[config.mk]
export PLATFORM = sky130hd
export DESIGN_NAME = iva_ctrl
export DESIGN_NICKNAME = d
export VERILOG_FILES = /design/src/rtl/iva_pkg.sv /design/src/rtl/iva_ctrl.sv
export SDC_FILE = /design/constraint.sdc
export NUM_CORES = 1
export LEC_CHECK = 0
export BUFFER_PORTS_ARGS = -buffer_cell sky130_fd_sc_hd__buf_2
export CAP_MARGIN = 5
export CELL_PAD_IN_SITES_DETAIL_PLACEMENT = 2
export CELL_PAD_IN_SITES_GLOBAL_PLACEMENT = 2
export CORE_AREA = 2 2 39 41
export DETAILED_ROUTE_END_ITERATION = 8
export DIE_AREA = 0 0 41 43
export PLACE_DENSITY_LB_ADDON = 0.2
export SLEW_MARGIN = 10
export SYNTH_ARGS = -nofsm -noshare
export SYNTH_HDL_FRONTEND = slang
export SYNTH_SLANG_ARGS = --single-unit
export TNS_END_PERCENT = 1
[constraint.sdc]
create_clock -name clk -period 1.3 [get_ports clk]
set_input_delay 0.26 -clock clk [delete_from_list [all_inputs] [get_ports clk]]
set_output_delay 0.26 -clock clk [all_outputs]
set_load 0.01 [all_outputs]
[src/rtl/iva_pkg.sv]
// ----------------------------------------------------------------------------
// iva_pkg
// Shared types and constants of the interrupt vector allocator: the request
// and response payloads, the operation codes, the controller states and the
// command group from the controller to the datapath.
// ----------------------------------------------------------------------------
`default_nettype none

package iva_pkg;

    localparam int KIND_W = 3;
    localparam int VEC_W = 8;
    localparam int TAG_PORT_W = 32;
    localparam int CHUNK_W = 8;

    // All vectors of a bitmap chunk in use
    localparam logic [CHUNK_W-1:0] CHUNK_FULL = 8'hff;

    typedef enum logic [KIND_W-1:0] {
        KIND_ALLOC_OS  = 3'd0,
        KIND_ALLOC_EXT = 3'd1,
        KIND_FREE      = 3'd2,
        KIND_BIND      = 3'd3,
        KIND_GET       = 3'd4
    } iva_kind_t;

    typedef struct packed {
        logic [KIND_W-1:0]     kind;
        logic [VEC_W-1:0]      vector;
        logic [TAG_PORT_W-1:0] handler;
    } iva_req_t;

    typedef struct packed {
        logic [VEC_W-1:0]      result_vector;
        logic                  found;
        logic [TAG_PORT_W-1:0] handler_value;
    } iva_rsp_t;

    typedef enum logic [1:0] {
        ST_IDLE = 2'd0,
        ST_SCAN = 2'd1,
        ST_EXEC = 2'd2,
        ST_DONE = 2'd3
    } iva_state_t;

    typedef struct packed {
        logic take_req;
        logic scan;
        logic exec;
        logic load_rsp;
    } iva_cmd_t;

endpackage

`default_nettype wire

[src/rtl/iva_ctrl.sv]
// ----------------------------------------------------------------------------
// iva_ctrl
// Controller of the allocator: walks each transaction through scan, execute
// and response load, and owns the response valid flag.
// ----------------------------------------------------------------------------
`default_nettype none

module iva_ctrl (
    input  wire logic           clk,
    input  wire logic           rst_n,
    input  wire logic           req_valid,
    output logic                req_stall,
    output logic                rsp_valid,
    input  wire logic           rsp_stall,
    output iva_pkg::iva_cmd_t   cmd
);
    import iva_pkg::*;

    iva_state_t state_reg, state_next;
    logic       rsp_valid_reg, rsp_valid_next;

    always_ff @(posedge clk or negedge rst_n)
    begin
        if (!rst_n)
        begin
            state_reg     <= ST_IDLE;
            rsp_valid_reg <= 1'b0;
        end
        else
        begin
            state_reg     <= state_next;
            rsp_valid_reg <= rsp_valid_next;
        end
    end

    always_comb
    begin
        state_next     = state_reg;
        cmd            = '0;
        rsp_valid_next = rsp_valid_reg;
        if (rsp_valid_reg && !rsp_stall)
        begin
            rsp_valid_next = 1'b0;
        end
        unique case (state_reg)
            ST_IDLE:
            begin
                if (req_valid)
                begin
                    cmd.take_req = 1'b1;
                    state_next   = ST_SCAN;
                end
            end
            ST_SCAN:
            begin
                cmd.scan   = 1'b1;
                state_next = ST_EXEC;
            end
            ST_EXEC:
            begin
                cmd.exec   = 1'b1;
                state_next = ST_DONE;
            end
            ST_DONE:
            begin
                // output slot is free or drains this cycle
                if (!rsp_valid_reg || !rsp_stall)
                begin
                    cmd.load_rsp   = 1'b1;
                    rsp_valid_next = 1'b1;
                    state_next     = ST_IDLE;
                end
            end
        endcase
    end

    assign req_stall = (state_reg != ST_IDLE);
    assign rsp_valid = rsp_valid_reg;

endmodule

`default_nettype wire

Word-level counts from Yosys, hierarchy flattened
Cells that the tools add are included.
{"block": "word_totals", "register_bits": 3, "input_bits": 4, "out_inout_bits": 6, "word_cells": 26}
{"block": "op_classes", "n_eq_ne": 5, "mux": 12, "n_reduce_logical": 7}
{"op": "1-bit two-way mux", "n": 9}
{"op": "2-bit one-hot mux with 4 select lines", "n": 1}
{"op": "2-bit == test, second input constant", "n": 2}
{"op": "2-bit two-way mux", "n": 2}
{"op": "2-bit inequality test, second input constant", "n": 2}
{"op": "2-bit by 1-bit == test with 1-bit output, second input constant", "n": 1}
{"op": "1-bit zero test", "n": 2}
{"op": "2-bit zero test", "n": 1}
{"op": "2-bit AND reduction", "n": 1}
{"op": "2-bit nonzero test", "n": 1}
{"op": "1-bit logical AND", "n": 1}
{"op": "1-bit logical OR", "n": 1}

Longest topological paths before layout
{"block": "logic_depth", "ltp_word": 5, "ltp_mapped": 5, "mapped_depth_nobuf": 5}

Least setup slack after synthesis
No wires, ideal clock.
{"block": "synth_path", "path_kind": "reg-to-reg", "startpoint": "register state_reg[0]", "endpoint": "register state_reg[1]", "setup_time_ns": 0.125, "arrival_time_ns": 1.182, "required_time_ns": 1.175, "path_slack_ns": -0.007, "stages_incl_launch_ff": 6, "n_path_buf": 0, "period_less_slack_ns": 1.307, "path_cell_list": "dfrtp_1 inv_1 ha_1 inv_2 o21ai_4 mux2_4"}
{"block": "synth_between", "elab_chain_len": 3, "elab_cells_between_ends": 8, "cone_classes": "5 x eq/ne; 1 x mux; 2 x reduce/logical"}
{"element": "from (decl)", "line": "iva_ctrl.sv:19", "rtl": "iva_state_t state_reg, state_next;"}
{"element": "from (signal assigned)", "line": "iva_ctrl.sv:31", "rtl": "state_reg <= state_next;"}
{"element": "2-bit == test / 2-bit zero test (equally long branches)", "line": "iva_ctrl.sv:45", "rtl": "unique case (state_reg)"}
{"element": "2-bit inequality test (no line)"}
{"element": "2-bit AND reduction (no line)"}
Several ways; a longest one is shown, not always the timed one.
A chain may end at the register's enable or synchronous reset.

==> impl_metrics.ini <==
[place]
dpl.cell_count = 48
placed_wire_length_estimate_after_detailed_placement_um = 444
pre_cts_slack_ns = 0.0000500
place_congestion = 0.733
numPortBuffers = 9

[clock_network]
post_cts_buffers = 0
numCtsBuffers = 3
numClockSinks = 3
clock-root-buffer = sky130_fd_sc_hd__clkbuf_4
cts-root-to-sink-buffers = 2
path_clk_slew_ns = 0.04
worstSkewPairLatency_ns = 0.23
cts_tree = yes
ctsHtreeMaxLevel = 1

[yosys]
synth-warning-count = 0
synth_seq_area_share_pct = 33.3
synth_area_um2 = 225
mappedNetlistNets = 28
post_syn_area_per_cell_um2 = 11.9
yosysUniqueCellTypes = 12
synthCells = 19
synth-seq-cells = 3

[hold_path]
worstHoldPathType = in2reg
holdPathStages = 2

[power]
power.share.switching_pct = 38.0
power.clock.fraction_pct = 14.8
totalPowerFinal_mw = 1.13
combinationalPowerShare_pct = 65.3
internal-power_uw = 697
power.density_mw_per_mm2 = 2610
part_of_the_total_power_dissipated_in_sequential_elements_pct = 19.9
ir_worst_vdd_mv = 0.709
netSwitchingPower_uw = 428
power_leakage_nw = 0.200

[floorplanning]
fp.dieW_um = 41
die_y_um = 43
initial_utilization_pct = 16.3
io_count = 10
placementRows = 14
placeableCoreArea_mm2 = 0.00138
die_area_mm2 = 0.00176

[critical_path]
endpoint_kind = output pin
crit_type = reg2out
worst-r2r-cell-count = 5
critPathArrivalTime_ns = 1.13
crit_path_start_kind = flip-flop
worst_ep_required_time_ns = 1.04
timing.critical_path.fanout_max = 3

[sta]
fmaxAchievable_mhz = 718
finalWorstSetupSlack_ns = -0.0920
finalClockSkew_ns = 0.000141
rsz0062_at_grt = yes
timing.final.max_slew_violations = 0
hold_viol_final = 0
min_period_over_period_pct = 107
timing.slew.headroom_pct = 92.7
fin_crit_ns = 1.39
worstMarginPinSlew_ns = 0.106
tns_ns = -0.343
setup_viol = 5

[global_route]
wire_length_of_the_first_global_routing_pass_um = 903
grt_pass1_vias = 222
initial_antenna_violation_count = 0
grt_max_degree = 5
global_route.overflow_total = 0
grt_util_all_layers_pct = 8.43

[final_layout]
n_fill_cell = 152
nets = 47
final_cell_count_no_fill = 53
largest_register_ffs = 2
syn_to_final_growth_pct = 91.1
antenna-diode-count = 0
share_of_post_route_cells_with_drive_strength_above_1_pct = 78.4

[detailed_routing]
antenna_left = 0
drt_iter0_drc = 1
post-route-drc-count = 0
routed_length_per_placed_instance_um = 11.2
vias = 208
dr.pass1.iters = 2
detail_route.wirelength_um = 594
viasPerCell = 3.92

[job]
maxCapViolCount = 0

[status]
status = finished with violations
failed_checks = setup timing
worst paths after layout:
check / start / end / slack (ns)
max in group asynchronous: rst_n / state_reg[1]$_DFFE_PN0P_ / 0.83
min in group asynchronous: rst_n / rsp_valid$_DFF_PN0_ / 0.36
min: rsp_stall / rsp_valid$_DFF_PN0_ / 0.29
min reg2reg: rsp_valid$_DFF_PN0_ / rsp_valid$_DFF_PN0_ / 0.56
max reg2reg: state_reg[1]$_DFFE_PN0P_ / state_reg[1]$_DFFE_PN0P_ / 0.02
max: state_reg[0]$_DFFE_PN0P_ / cmd[1] / -0.09
per-stage QoR:
stage / util (%) / instance area (µm²) / hold WS [ns]
after detailed placement: 23.1 / 320 / 0.0593
after floorplan: - / 225 / -0.0356
after global routing: 31.1 / 430 / 0.298
final: 31.1 / 430 / 0.293
after global placement: 23.1 / 320 / 0.0554
after CTS: 29.8 / 413 / 0.290
cell families (layout without fill, tap and decap cells):
| family | after synthesis | count (layout) | share of synthesized area [%] |
|---|---|---|---|
| adders and majority gates | 5 | 5 | 27.8 |
| AOI/OAI and AO/OA | 3 | 3 | 13.9 |
| DFF | 3 | 3 | 33.3 |
| and+or+nand+nor | 3 | 3 | 8.89 |
| buffers and inverters | 3 | 21 | 5.00 |
| muxes | 2 | 2 | 11.1 |
critical path, cell delays in order (launching register included):
cell and delay, ns:
sky130_fd_sc_hd__dfrtp_2 0.41, sky130_fd_sc_hd__inv_2 0.06, sky130_fd_sc_hd__buf_4 0.15, sky130_fd_sc_hd__ha_4 0.16, sky130_fd_sc_hd__buf_6 0.11
area by class of cell:
cell class              count  area, µm²  area share, %
flip-flops and latches      3       77.6           18.0
repair buffers             14        114           26.5
well taps                  16       20.0           4.65
inverters                   3       11.3           2.62
multi-input cells          13        181           42.2
clock buffers               4       26.3           6.10
synthesized netlist by cell type:
| library cell | count | area (µm²) |
|---|---|---|
| sky130_fd_sc_hd__a21o_1 | 1 | 7.51 |
| sky130_fd_sc_hd__and2_1 | 1 | 6.26 |
| sky130_fd_sc_hd__nand3_2 | 1 | 10.0 |
| sky130_fd_sc_hd__inv_1 | 2 | 7.51 |
| sky130_fd_sc_hd__ha_1 | 5 | 62.6 |
| sky130_fd_sc_hd__mux2i_1 | 1 | 10.0 |
| sky130_fd_sc_hd__a21boi_0 | 1 | 7.51 |
| sky130_fd_sc_hd__dfrtp_1 | 3 | 75.1 |
| sky130_fd_sc_hd__mux2_4 | 1 | 15.0 |
| sky130_fd_sc_hd__o21ai_4 | 1 | 16.3 |
| sky130_fd_sc_hd__inv_2 | 1 | 3.75 |
| sky130_fd_sc_hd__nor2_1 | 1 | 3.75 |
placed cells by master (no fill, tap or decap):
cell type | netlist | final
sky130_fd_sc_hd__mux2i_1 | 1 | 1
sky130_fd_sc_hd__nor2_1 | 1 | 1
sky130_fd_sc_hd__buf_2 | 0 | 5
sky130_fd_sc_hd__ha_2 | 0 | 1
sky130_fd_sc_hd__o21ai_4 | 1 | 1
sky130_fd_sc_hd__clkbuf_4 | 0 | 3
sky130_fd_sc_hd__inv_2 | 1 | 3
sky130_fd_sc_hd__clkbuf_1 | 0 | 1
sky130_fd_sc_hd__nand3_2 | 1 | 1
sky130_fd_sc_hd__dlygate4sd3_1 | 0 | 1
sky130_fd_sc_hd__and2_4 | 0 | 1
sky130_fd_sc_hd__a21boi_1 | 0 | 1
sky130_fd_sc_hd__a21o_1 | 1 | 1
sky130_fd_sc_hd__ha_4 | 0 | 3
sky130_fd_sc_hd__dfrtp_1 | 3 | 1
sky130_fd_sc_hd__dfrtp_2 | 0 | 2
sky130_fd_sc_hd__mux2_4 | 1 | 1
sky130_fd_sc_hd__buf_4 | 0 | 3
sky130_fd_sc_hd__ha_1 | 5 | 1
sky130_fd_sc_hd__buf_6 | 0 | 5
power by group through the flow:
stage / clock [mW] / sequential [mW] / combinational, mW
after global placement: 0 / 0.196 / 0.530
final: 0.167 / 0.224 / 0.734
after CTS: 0.171 / 0.225 / 0.697
after global routing: 0.187 / 0.235 / 0.807
after detailed placement: 0 / 0.200 / 0.550
after floorplan: 0 / 0.195 / 0.314
routing by layer:
metal | global-route usage (%) | share of wire (%)
met3 | 6.28 | 8.4
met4 | 4.00 | 0
met1 | 7.69 | 35
met2 | 13.1 | 56
met5 | 0 | 0
timing repair:
| action | 4_1_cts | 5_1_grt |
|---|---|---|
| gates resized for setup | 13 | 4 |
| endpoints found under the hold margin | 3 | 0 |
| endpoints found under the setup margin | 6 | 7 |
| hold buffers | 1 | 0 |
| pin swaps | 1 | 3 |
Note: power is estimated with default switching activity, not from simulation.
